`src/design/owrs_pkg.sv`:
```
package owrs_pkg;

  localparam int RomWidth = 64;
  localparam int PosWidth = 7;
  localparam int FamWidth = 4;
  localparam logic [7:0] CrcPoly = 8'h8C;
  localparam logic [PosWidth-1:0] FamilyLimit = 7'd9;
  localparam logic [PosWidth-1:0] EndPosition = 7'd65;
  localparam logic [PosWidth-1:0] FirstPosition = 7'd1;

  localparam logic [1:0] MODE_RESTART = 2'd0;
  localparam logic [1:0] MODE_START = 2'd1;
  localparam logic [1:0] MODE_BIT_PAIR = 2'd2;

  typedef enum logic [2:0] {
    ST_OK = 3'd0,
    ST_FOUND = 3'd1,
    ST_NO_DEVICES = 3'd2,
    ST_BAD_CRC = 3'd3,
    ST_ZERO_FAMILY = 3'd4,
    ST_NO_PRESENCE = 3'd5,
    ST_DONE = 3'd6,
    ST_NO_PASS = 3'd7
  } status_t;

  typedef struct packed {
    logic [1:0] mode;
    logic       presence;
    logic       true_bit;
    logic       complement_bit;
  } item_t;

  typedef struct packed {
    logic                write_bit;
    status_t             status;
    logic [RomWidth-1:0] rom_id;
    logic [FamWidth-1:0] family_discrepancy;
    logic                all_found;
  } result_t;

  function automatic logic [7:0] crc8_byte(input logic [7:0] crc, input logic [7:0] data);
    logic [7:0] c;
    c = crc ^ data;
    for (int i = 0; i < 8; i++) begin
      if (c[0]) begin
        c = (c >> 1) ^ CrcPoly;
      end else begin
        c = c >> 1;
      end
    end
    return c;
  endfunction

endpackage

```
`src/design/owrs_engine.sv`:
```
module owrs_engine (
  input  logic              clk,
  input  logic              rst,
  input  logic              fire,
  input  owrs_pkg::item_t   item,
  output owrs_pkg::result_t res
);

  logic [owrs_pkg::RomWidth-1:0] rom_store, rom_store_next;
  logic [7:0]                    byte_accum, byte_accum_next;
  logic [owrs_pkg::PosWidth-1:0] bit_position, bit_position_next;
  logic [owrs_pkg::PosWidth-1:0] zero_branch_pos, zero_branch_pos_next;
  logic [owrs_pkg::PosWidth-1:0] prior_discrepancy, prior_discrepancy_next;
  logic [owrs_pkg::FamWidth-1:0] family_disc, family_disc_next;
  logic [7:0]                    crc_reg, crc_reg_next;
  logic                          done_flag, done_flag_next;
  logic                          pass_active, pass_active_next;

  logic [5:0]        idx;
  logic              dir;
  logic [7:0]        acc_set;
  owrs_pkg::status_t status;
  logic              wbit;

  assign idx = 6'(bit_position - owrs_pkg::FirstPosition);

  always_comb begin
    rom_store_next = rom_store;
    byte_accum_next = byte_accum;
    bit_position_next = bit_position;
    zero_branch_pos_next = zero_branch_pos;
    prior_discrepancy_next = prior_discrepancy;
    family_disc_next = family_disc;
    crc_reg_next = crc_reg;
    done_flag_next = done_flag;
    pass_active_next = pass_active;
    status = owrs_pkg::ST_OK;
    wbit = 1'b0;
    dir = 1'b0;
    acc_set = byte_accum;
    case (item.mode)
      owrs_pkg::MODE_RESTART: begin
        prior_discrepancy_next = '0;
        family_disc_next = '0;
        done_flag_next = 1'b0;
        pass_active_next = 1'b0;
      end
      owrs_pkg::MODE_START: begin
        if (done_flag) begin
          pass_active_next = 1'b0;
          status = owrs_pkg::ST_DONE;
        end else if (!item.presence) begin
          pass_active_next = 1'b0;
          status = owrs_pkg::ST_NO_PRESENCE;
        end else begin
          bit_position_next = owrs_pkg::FirstPosition;
          zero_branch_pos_next = '0;
          byte_accum_next = '0;
          crc_reg_next = '0;
          pass_active_next = 1'b1;
        end
      end
      owrs_pkg::MODE_BIT_PAIR: begin
        if (!pass_active) begin
          status = owrs_pkg::ST_NO_PASS;
        end else if (item.true_bit && item.complement_bit) begin
          pass_active_next = 1'b0;
          status = owrs_pkg::ST_NO_DEVICES;
        end else begin
          if (item.true_bit != item.complement_bit) begin
            dir = item.true_bit;
          end else begin
            if (bit_position < prior_discrepancy) begin
              dir = rom_store[idx];
            end else begin
              dir = (bit_position == prior_discrepancy);
            end
            if (!dir) begin
              zero_branch_pos_next = bit_position;
              if (bit_position < owrs_pkg::FamilyLimit) begin
                family_disc_next = bit_position[owrs_pkg::FamWidth-1:0];
              end
            end
          end
          if (dir) begin
            acc_set[idx[2:0]] = 1'b1;
          end
          byte_accum_next = acc_set;
          wbit = dir;
          if (idx[2:0] == 3'd7) begin
            crc_reg_next = owrs_pkg::crc8_byte(crc_reg, acc_set);
            rom_store_next[{idx[5:3], 3'd0} +: 8] = acc_set;
            byte_accum_next = '0;
          end
          bit_position_next = bit_position + 7'd1;
          if (bit_position_next >= owrs_pkg::EndPosition) begin
            pass_active_next = 1'b0;
            if (crc_reg_next != 8'd0) begin
              status = owrs_pkg::ST_BAD_CRC;
            end else if (rom_store_next[7:0] == 8'd0) begin
              status = owrs_pkg::ST_ZERO_FAMILY;
            end else begin
              prior_discrepancy_next = zero_branch_pos_next;
              if (zero_branch_pos_next == '0) begin
                done_flag_next = 1'b1;
              end
              status = owrs_pkg::ST_FOUND;
            end
          end
        end
      end
      default: begin
      end
    endcase
  end

  assign res.write_bit = wbit;
  assign res.status = status;
  assign res.rom_id = rom_store_next;
  assign res.family_discrepancy = family_disc_next;
  assign res.all_found = done_flag_next;

  always_ff @(posedge clk) begin
    if (rst) begin
      rom_store <= '0;
      byte_accum <= '0;
      bit_position <= owrs_pkg::FirstPosition;
      zero_branch_pos <= '0;
      prior_discrepancy <= '0;
      family_disc <= '0;
      crc_reg <= '0;
      done_flag <= 1'b0;
      pass_active <= 1'b0;
    end else if (fire) begin
      rom_store <= rom_store_next;
      byte_accum <= byte_accum_next;
      bit_position <= bit_position_next;
      zero_branch_pos <= zero_branch_pos_next;
      prior_discrepancy <= prior_discrepancy_next;
      family_disc <= family_disc_next;
      crc_reg <= crc_reg_next;
      done_flag <= done_flag_next;
      pass_active <= pass_active_next;
    end
  end

  a_restart_closes_pass: assert property (@(posedge clk) disable iff (rst)
    fire && item.mode == owrs_pkg::MODE_RESTART |=> !pass_active)
    else $error("Pass still open after a restart.");

  a_done_means_no_discrepancy: assert property (@(posedge clk) disable iff (rst)
    done_flag |-> prior_discrepancy == '0)
    else $error("All-found flag set with a pending discrepancy.");

  a_position_in_range: assert property (@(posedge clk) disable iff (rst)
    pass_active |-> bit_position != '0 && bit_position < owrs_pkg::EndPosition)
    else $error("Bit position out of range during a pass.");

  a_write_bit_source: assert property (@(posedge clk) disable iff (rst)
    fire && res.write_bit |-> item.mode == owrs_pkg::MODE_BIT_PAIR && pass_active)
    else $error("Direction bit driven outside a bit-pair transfer.");

endmodule

```
`src/design/one_wire_rom_search_unit.sv`:
```
// Bit-pair engine for the 1-Wire ROM search. The host handles bus timing, the bus reset and the
// search command, and sends one item per step: restart, start of a pass with the presence flag,
// or a bit pair read from the bus, which returns the direction bit to write back. Every item
// yields exactly one result. An item is registered on entry, and its result is computed
// combinationally from that register and the search state and placed in an output register,
// so the unit takes one item per clock cycle; the only stalls come from the result side. The ROM
// code, family-byte discrepancy and all-found flag shown on each result are the values after
// that item.
module one_wire_rom_search_unit (
  input  logic        clk,
  input  logic        rst,
  input  logic        in_valid,
  output logic        in_stall,
  input  logic [1:0]  mode,
  input  logic        presence,
  input  logic        true_bit,
  input  logic        complement_bit,
  output logic        out_valid,
  input  logic        out_stall,
  output logic        write_bit,
  output logic [2:0]  status,
  output logic [63:0] rom_id,
  output logic [3:0]  family_discrepancy,
  output logic        all_found
);

  logic              item_valid;
  owrs_pkg::item_t   item;
  owrs_pkg::result_t res;
  owrs_pkg::result_t res_reg;
  logic              advance;
  logic              fire;
  logic              take;

  assign advance = !out_valid || !out_stall;
  assign fire = item_valid && advance;
  assign in_stall = item_valid && !advance;
  assign take = in_valid && !in_stall;

  always_ff @(posedge clk) begin
    if (rst) begin
      item_valid <= 1'b0;
    end else if (take) begin
      item_valid <= 1'b1;
    end else if (advance) begin
      item_valid <= 1'b0;
    end
  end

  always_ff @(posedge clk) begin
    if (take) begin
      item.mode <= mode;
      item.presence <= presence;
      item.true_bit <= true_bit;
      item.complement_bit <= complement_bit;
    end
  end

  owrs_engine u_engine (
    .clk  (clk),
    .rst  (rst),
    .fire (fire),
    .item (item),
    .res  (res)
  );

  always_ff @(posedge clk) begin
    if (rst) begin
      out_valid <= 1'b0;
    end else if (fire) begin
      out_valid <= 1'b1;
    end else if (!out_stall) begin
      out_valid <= 1'b0;
    end
  end

  always_ff @(posedge clk) begin
    if (fire) begin
      res_reg <= res;
    end
  end

  assign write_bit = res_reg.write_bit;
  assign status = res_reg.status;
  assign rom_id = res_reg.rom_id;
  assign family_discrepancy = res_reg.family_discrepancy;
  assign all_found = res_reg.all_found;

endmodule

```
`config.mk`:
```
export PLATFORM = sky130hd
export DESIGN_NAME = one_wire_rom_search_unit
export DESIGN_NICKNAME = d
export VERILOG_FILES = /design/src/design/owrs_pkg.sv /design/src/design/owrs_engine.sv /design/src/design/one_wire_rom_search_unit.sv
export SDC_FILE = /design/constraint.sdc
export NUM_CORES = 1
export LEC_CHECK = 0
export ABC_CLOCK_PERIOD_IN_PS = 14600
export BUFFER_PORTS_ARGS = -buffer_cell sky130_fd_sc_hd__buf_4
export CORE_MARGIN = 1
export CORE_UTILIZATION = 55
export DETAILED_ROUTE_END_ITERATION = 6
export GPL_TIMING_DRIVEN = 0
export PLACE_DENSITY = 0.85
export SYNTH_ARGS = -nofsm -noshare
export SYNTH_HDL_FRONTEND = slang
export SYNTH_HIERARCHICAL = 1
export SYNTH_SLANG_ARGS = --single-unit
```
`constraint.sdc`:
```
create_clock -name clk -period 14.6 [get_ports clk]
set_input_delay 2.92 -clock clk [delete_from_list [all_inputs] [get_ports clk]]
set_output_delay 2.92 -clock clk [all_outputs]
set_load 0.05 [all_outputs]
```
== Word level (Yosys, flattened, before mapping) ==
Index checks and enable logic that the tools add are counted.

* Register bits: 187
* Output and inout bits: 75
* Logic and storage cells: 204

* Add/sub/neg operators: 3
* Magnitude comparators: 6
* Equal/unequal tests: 13
* Shift operators: 2
* Multiplexer cells: 126
* Bitwise gates (word level): 12
* Reduce and logical (&&, ||, !) cells: 22

{| class="wikitable"
|+ Operators with widths
! operator !! number
|-
| $mux W64 || 7
|-
| $mux W8 || 51
|-
| $mux W7 || 18
|-
| $bwmux W64 || 1
|-
| $shift A8 B8 Y64 const A || 1
|-
| $shiftx A8 B8 Y64 || 1
|-
| $pmux W7 S2 || 3
|-
| $pmux W8 S2 || 2
|-
| $mux W1 || 26
|-
| $not A2 Y3 || 8
|-
| $mux W3 || 7
|-
| $mux W4 || 5
|-
| $ne A2 B2 Y1 const B || 5
|-
| $logic_not A8 Y1 || 1
|-
| $neg A6 Y8 || 1
|-
| $or A8 B8 Y8 || 1
|-
| $pmux W4 S2 || 1
|-
| $reduce_bool A8 Y1 || 1
|-
| $xor A8 B8 Y8 || 1
|-
| $add A7 B1 Y7 const B || 1
|-
| $eq A7 B7 Y1 || 1
|-
| $ge A7 B7 Y1 const B || 1
|-
| $logic_not A7 Y1 || 1
|-
| $lt A6 B7 Y1 const B || 1
|-
| other kinds (26) || 38
|}

== Longest topological paths before layout ==
* Word-level depth: 71
* Mapped depth: 21

== By module ==
The synthesis kept the hierarchy.

{| class="wikitable"
|+ By module, submodules not included
! module !! instances !! cells each !! area an instance (um2) !! sequential area each (um2)
|-
| owrs_engine || 1 || 966 || 7472.2 || 2142.1
|-
| one_wire_rom_search_unit || 1 || 88 || 2428.6 || 2382.3
|}

== Worst setup path after synthesis ==
No wires, ideal clock.

* Path kind: input port to flip-flop
* From: input out_stall
* To: register u_engine/zero_branch_pos[0] (netlist name)
* Arrival time: 10281 ps
* Data required time: 14534 ps
* Path slack: 4254 ps
* Stages on the path: 11
* Cell sequence: a21boi_0 > clkbuf_1 > inv_1 > a21oi_1 > and3_1 > clkbuf_1 > nand2_1 > clkbuf_1 > nor3_1 > a22oi_1 > nor2_1

* Word-level cells in the longest chain between the ends: 4

{| class="wikitable"
|+ Ends and longest elaborated chain
! what !! line !! source
|-
| start, declared || one_wire_rom_search_unit.sv:19 || <nowiki>input logic out_stall,</nowiki>
|-
| $logic_not A1 Y1 || - ||
|-
| $logic_or A1 B1 Y1 || one_wire_rom_search_unit.sv:35 || <nowiki>assign advance = !out_valid || !out_stall;</nowiki>
|-
| $logic_and A1 B1 Y1 || one_wire_rom_search_unit.sv:36 || <nowiki>assign fire = item_valid && advance;</nowiki>
|-
| $reduce_and A6 Y1 (no line) || - ||
|-
| end signal, assigned || owrs_engine.sv:138 || <nowiki>zero_branch_pos <= zero_branch_pos_next;</nowiki>
|-
| end, declared || owrs_engine.sv:12 || <nowiki>logic [owrs_pkg::PosWidth-1:0] zero_branch_pos, zero_branch_pos_next;</nowiki>
|}

No other way between the ends.
A chain may end at the register's enable or synchronous reset.

==> Implementation_results.wiki <==
{| class="wikitable"
! Metric !! Value
|-
| Post_cts resized || 0
|-
| Post-DP HPWL || slightly above 20 mm
|-
| Startpoint of the lowest-slack hold path || u_engine/family_disc[1]
|-
| Sum of routed wire length over all layers || 29.0 mm
|-
| List of cells traversed by the critical path || buf_2 -> inv_1 -> ha_1 -> buf_2 -> xnor2_2 -> buf_2 -> mux2i_1 -> o21ai_0 -> o21bai_1 -> o2111ai_2 -> a21oi_1 -> a21oi_2 -> o221ai_1 -> xnor3_1 -> a21boi_0 -> a21o_1 -> or4_1 -> or4_1 -> a31oi_1
|-
| CTS sink count || about 190
|-
| Largest buffer count on any clock path || 2
|-
| TritonCTS Buffers || 17
|-
| Part of the Yosys area used for sequential elements || 45.7%
|-
| WL/cell || 20.8 um
|-
| Most frequent cells after synthesis || 144 x sky130_fd_sc_hd__nor2_1, 119 x sky130_fd_sc_hd__nand2_1, 109 x sky130_fd_sc_hd__dfxtp_1
|-
| Worst Skew || between 0.01 and 0.015 ns
|-
| Vias || a little over 9,000
|-
| Fin crit period || ~6.6 ns
|-
| Number of library cell types mapped by synthesis || 80
|-
| Remaining antenna violation count after routing || 0
|-
| Synthesized area per cell || between 9 and 10 um2
|-
| Synthesis-stage register bit count || roughly 190
|-
| Critical path's most frequent cell || sky130_fd_sc_hd__buf_2
|-
| First drt pass iteration count || 6
|-
| Relative slew slack || ~6.6%
|-
| PD cells || roughly 100 nW/um2
|-
| Total gr overflow || 0
|-
| Kind of start point of the critical path || flip-flop
|-
| Overall power || 1.15 mW
|-
| Worst flop-to-flop path endpoint || status[2]
|-
| Worst reg-to-reg setup slack || 8.02 ns
|-
| CP arrival || approximately 6.9 ns
|-
| # Max-Cap Violations || 0
|-
| Post-synthesis cell area || about 10000 um2
|-
| Hold bufs inserted after CTS || 0
|-
| Worst hold endpoint || u_engine/family_disc[1]
|-
| Total Nets Final || between 1,000 and 1,500
|-
| Worst min path class || flip-flop to flip-flop
|-
| Post-synth top flop || sky130_fd_sc_hd__dfxtp_1
|-
| Global-route wire length before repair || 44.7 mm
|-
| Final hold violation count || 0
|-
| Area share of the largest cell type after synthesis || a little under a quarter
|-
| PortBufs || between 80 and 90
|-
| Clock input transition at the sequential cells of the worst setup and hold paths || ~0.080 ns
|-
| Critical-path cell with the highest stage delay || sky130_fd_sc_hd__a21oi_2
|-
| R2r startpoint || u_engine/bit_position[1]
|-
| Required time worst endpoint || about 15 ns
|-
| Number of enable-type register cells in the synthesized netlist || between 70 and 80
|-
| Final GP Congestion || 0.968
|-
| H-tree level count || 4
|-
| Share of cells above drive strength 1 || between 10% and 20%
|-
| All-Layer GR Usage || between 30% and 40%
|-
| Largest stage delay on the critical path || between 0.7 and 0.8 ns
|-
| Cell Rows || 48
|-
| Top-count cell post-synth || sky130_fd_sc_hd__nor2_1
|-
| Leading cell types by total area after synthesis || sky130_fd_sc_hd__edfxtp_1 24%, sky130_fd_sc_hd__dfxtp_1 22%, sky130_fd_sc_hd__mux2i_1 6.3%, sky130_fd_sc_hd__nor2_1 5.5%, sky130_fd_sc_hd__nand2_1 4.5%
|-
| Hold-critical path depth || 2
|-
| Number of antenna violations at the first check in global routing || 0
|-
| Run status || finished clean
|-
| Static leakage power || around 4.2 nW
|-
| Depth of the most critical reg-to-reg path || 19
|-
| Gate count of the mapped netlist || roughly 1,100
|-
| Drt drc || 0
|-
| Chip Width || between 100 and 150 um
|-
| Synth warnings || 6
|-
| Vias in the first global route || 8,449
|-
| Fraction of the cycle the final worst path needs || a little under half
|-
| Final slew viol count || 0
|-
| Clock latency of the later-clocked register in the worst-skew pair || roughly 0.45 ns
|-
| Maximum number of pins on one net before global-route repair || 32
|-
| Per-cell via count in the routed design || roughly 6.5
|-
| Unrepaired setup endpoints after global routing || no
|-
| Sum of negative setup slack || 0 ns
|-
| Slew at the pin closest to its max-slew limit || between 1 and 1.5 ns
|-
| Master cell of the clock root buffer || sky130_fd_sc_hd__clkbuf_16
|-
| Critical setup path kind || flip-flop to flip-flop
|-
| Num ports || 84
|-
| Proportion of synthesized flip-flops having asynchronous set or reset || 0%
|-
| Area enclosed by the die boundary || about 19,000 um2
|-
| Final setup viols || 0
|-
| Tightest hold margin || ~0.48 ns
|-
| Critical path fanouts, max || 11
|-
| Crit path capture type || flip-flop
|-
| Dominant cell type by area after synthesis || sky130_fd_sc_hd__edfxtp_1
|-
| CTS tree || yes
|-
| Setup bufs post-CTS || 0
|-
| Layout overhead on the synthesized area || 15.4%
|-
| Number of nets produced by synthesis || 1,083
|-
| Number of design-rule violations left by the first detailed-router iteration || roughly 1,300
|-
| Die height || 136 um
|-
| Area of the core || approximately 17,000 um2
|-
| Top achievable clock speed || approximately 150 MHz
|-
| Worst-case vdd ir drop || 0.0000908 V
|-
| Starting density of the core || a little under three fifths
|}
[through the flow]
stage                     cells  cell area, um2  utilization [%]  worst slack (ns)
after floorplan            1054            9900                -              4.25
after global placement     1362           10800             62.0              1.27
after detailed placement   1364           10900             62.3              7.76
after CTS                  1396           11400             65.6              8.23
after global routing       1396           11400             65.6              7.90
final                      1397           11400             65.6              8.02
[logic make-up after synthesis]
group / after synthesis / share of synthesized area [%]
muxes: 77 / 9.00
AOI/OAI and AO/OA: 216 / 15.3
adders and majority gates: 20 / 2.53
DFF: 187 / 45.7
and+or+nand+nor: 420 / 19.6
xor gates and xnor gates: 31 / 3.61
buffers and inverters: 103 / 4.27
[per-layer routing]
metal / vias up / part of all wire, % / routed length (um) / GRT usage (%)
met5: - / 0 / 0 / 0
met4: 0 / 4.1 / 1190 / 16.7
met2: 640 / 45 / 13100 / 50.0
met3: 116 / 11 / 3310 / 7.49
met1: 4314 / 40 / 11500 / 41.2
li1: 4080 / - / - / -
[cells in the final DEF (no fill, tap or decap), drive strengths merged, types with 11 or more instances in the layout]
cell type,Yosys,final
mux2i,62,62
a31oi,12,12
a22oi,18,18
ha,20,20
o31ai,16,16
o21ai,34,34
o41ai,38,38
a21oi,53,53
or3,13,13
buf,30,115
edfxtp,78,78
xnor2,17,17
nor3,41,41
clkbuf,45,63
nor2,144,144
inv,27,35
dfxtp,109,109
nand2,120,120
nand3,26,26
nor4,11,11
[power breakdown]
| part | total [mW] | leakage (nW) | switching (mW) | internal [mW] |
|---|---|---|---|---|
| clock network | 0.450 | 0.284 | 0.220 | 0.230 |
| logic | 0.133 | 2.29 | 0.0922 | 0.0410 |
| registers | 0.562 | 1.63 | 0.00609 | 0.556 |
| total | 1.15 | 4.21 | 0.318 | 0.827 |
[critical path, delay by kind of cell (launching register included)]
family          cells  cell delay, ns
compound gates      9            2.63
buf+inv             4            1.04
xor+xnor            2            0.89
simple gates        2            0.89
flops               1            0.46
mux                 1            0.30
fa+ha+maj           1            0.19
[worst max-delay path by stage]
stage / cells past startpoint / to / from
floorplan: 11 / u_engine/zero_branch_pos[0] / out_stall
global placement: 12 / u_engine/zero_branch_pos[5] / out_stall
detailed placement: 13 / u_engine/zero_branch_pos[3] / out_stall
CTS: 13 / u_engine/zero_branch_pos[3] / out_stall
global route: 19 / status[2] / u_engine/bit_position[1]
finish: 19 / status[2] / u_engine/bit_position[1]
[layout make-up]
cell class	count	area, um2
Antenna cell	1	2.50
Buffer	75	318
Clock buffer	18	439
Clock inverter	14	126
Fill cell	1405	5990
Inverter	28	105
Multi-Input combinational cell	764	4970
Sequential cell	187	4520
Tap cell	225	282
Timing Repair Buffer	85	663
Note: power is estimated with default switching activity, not from simulation.
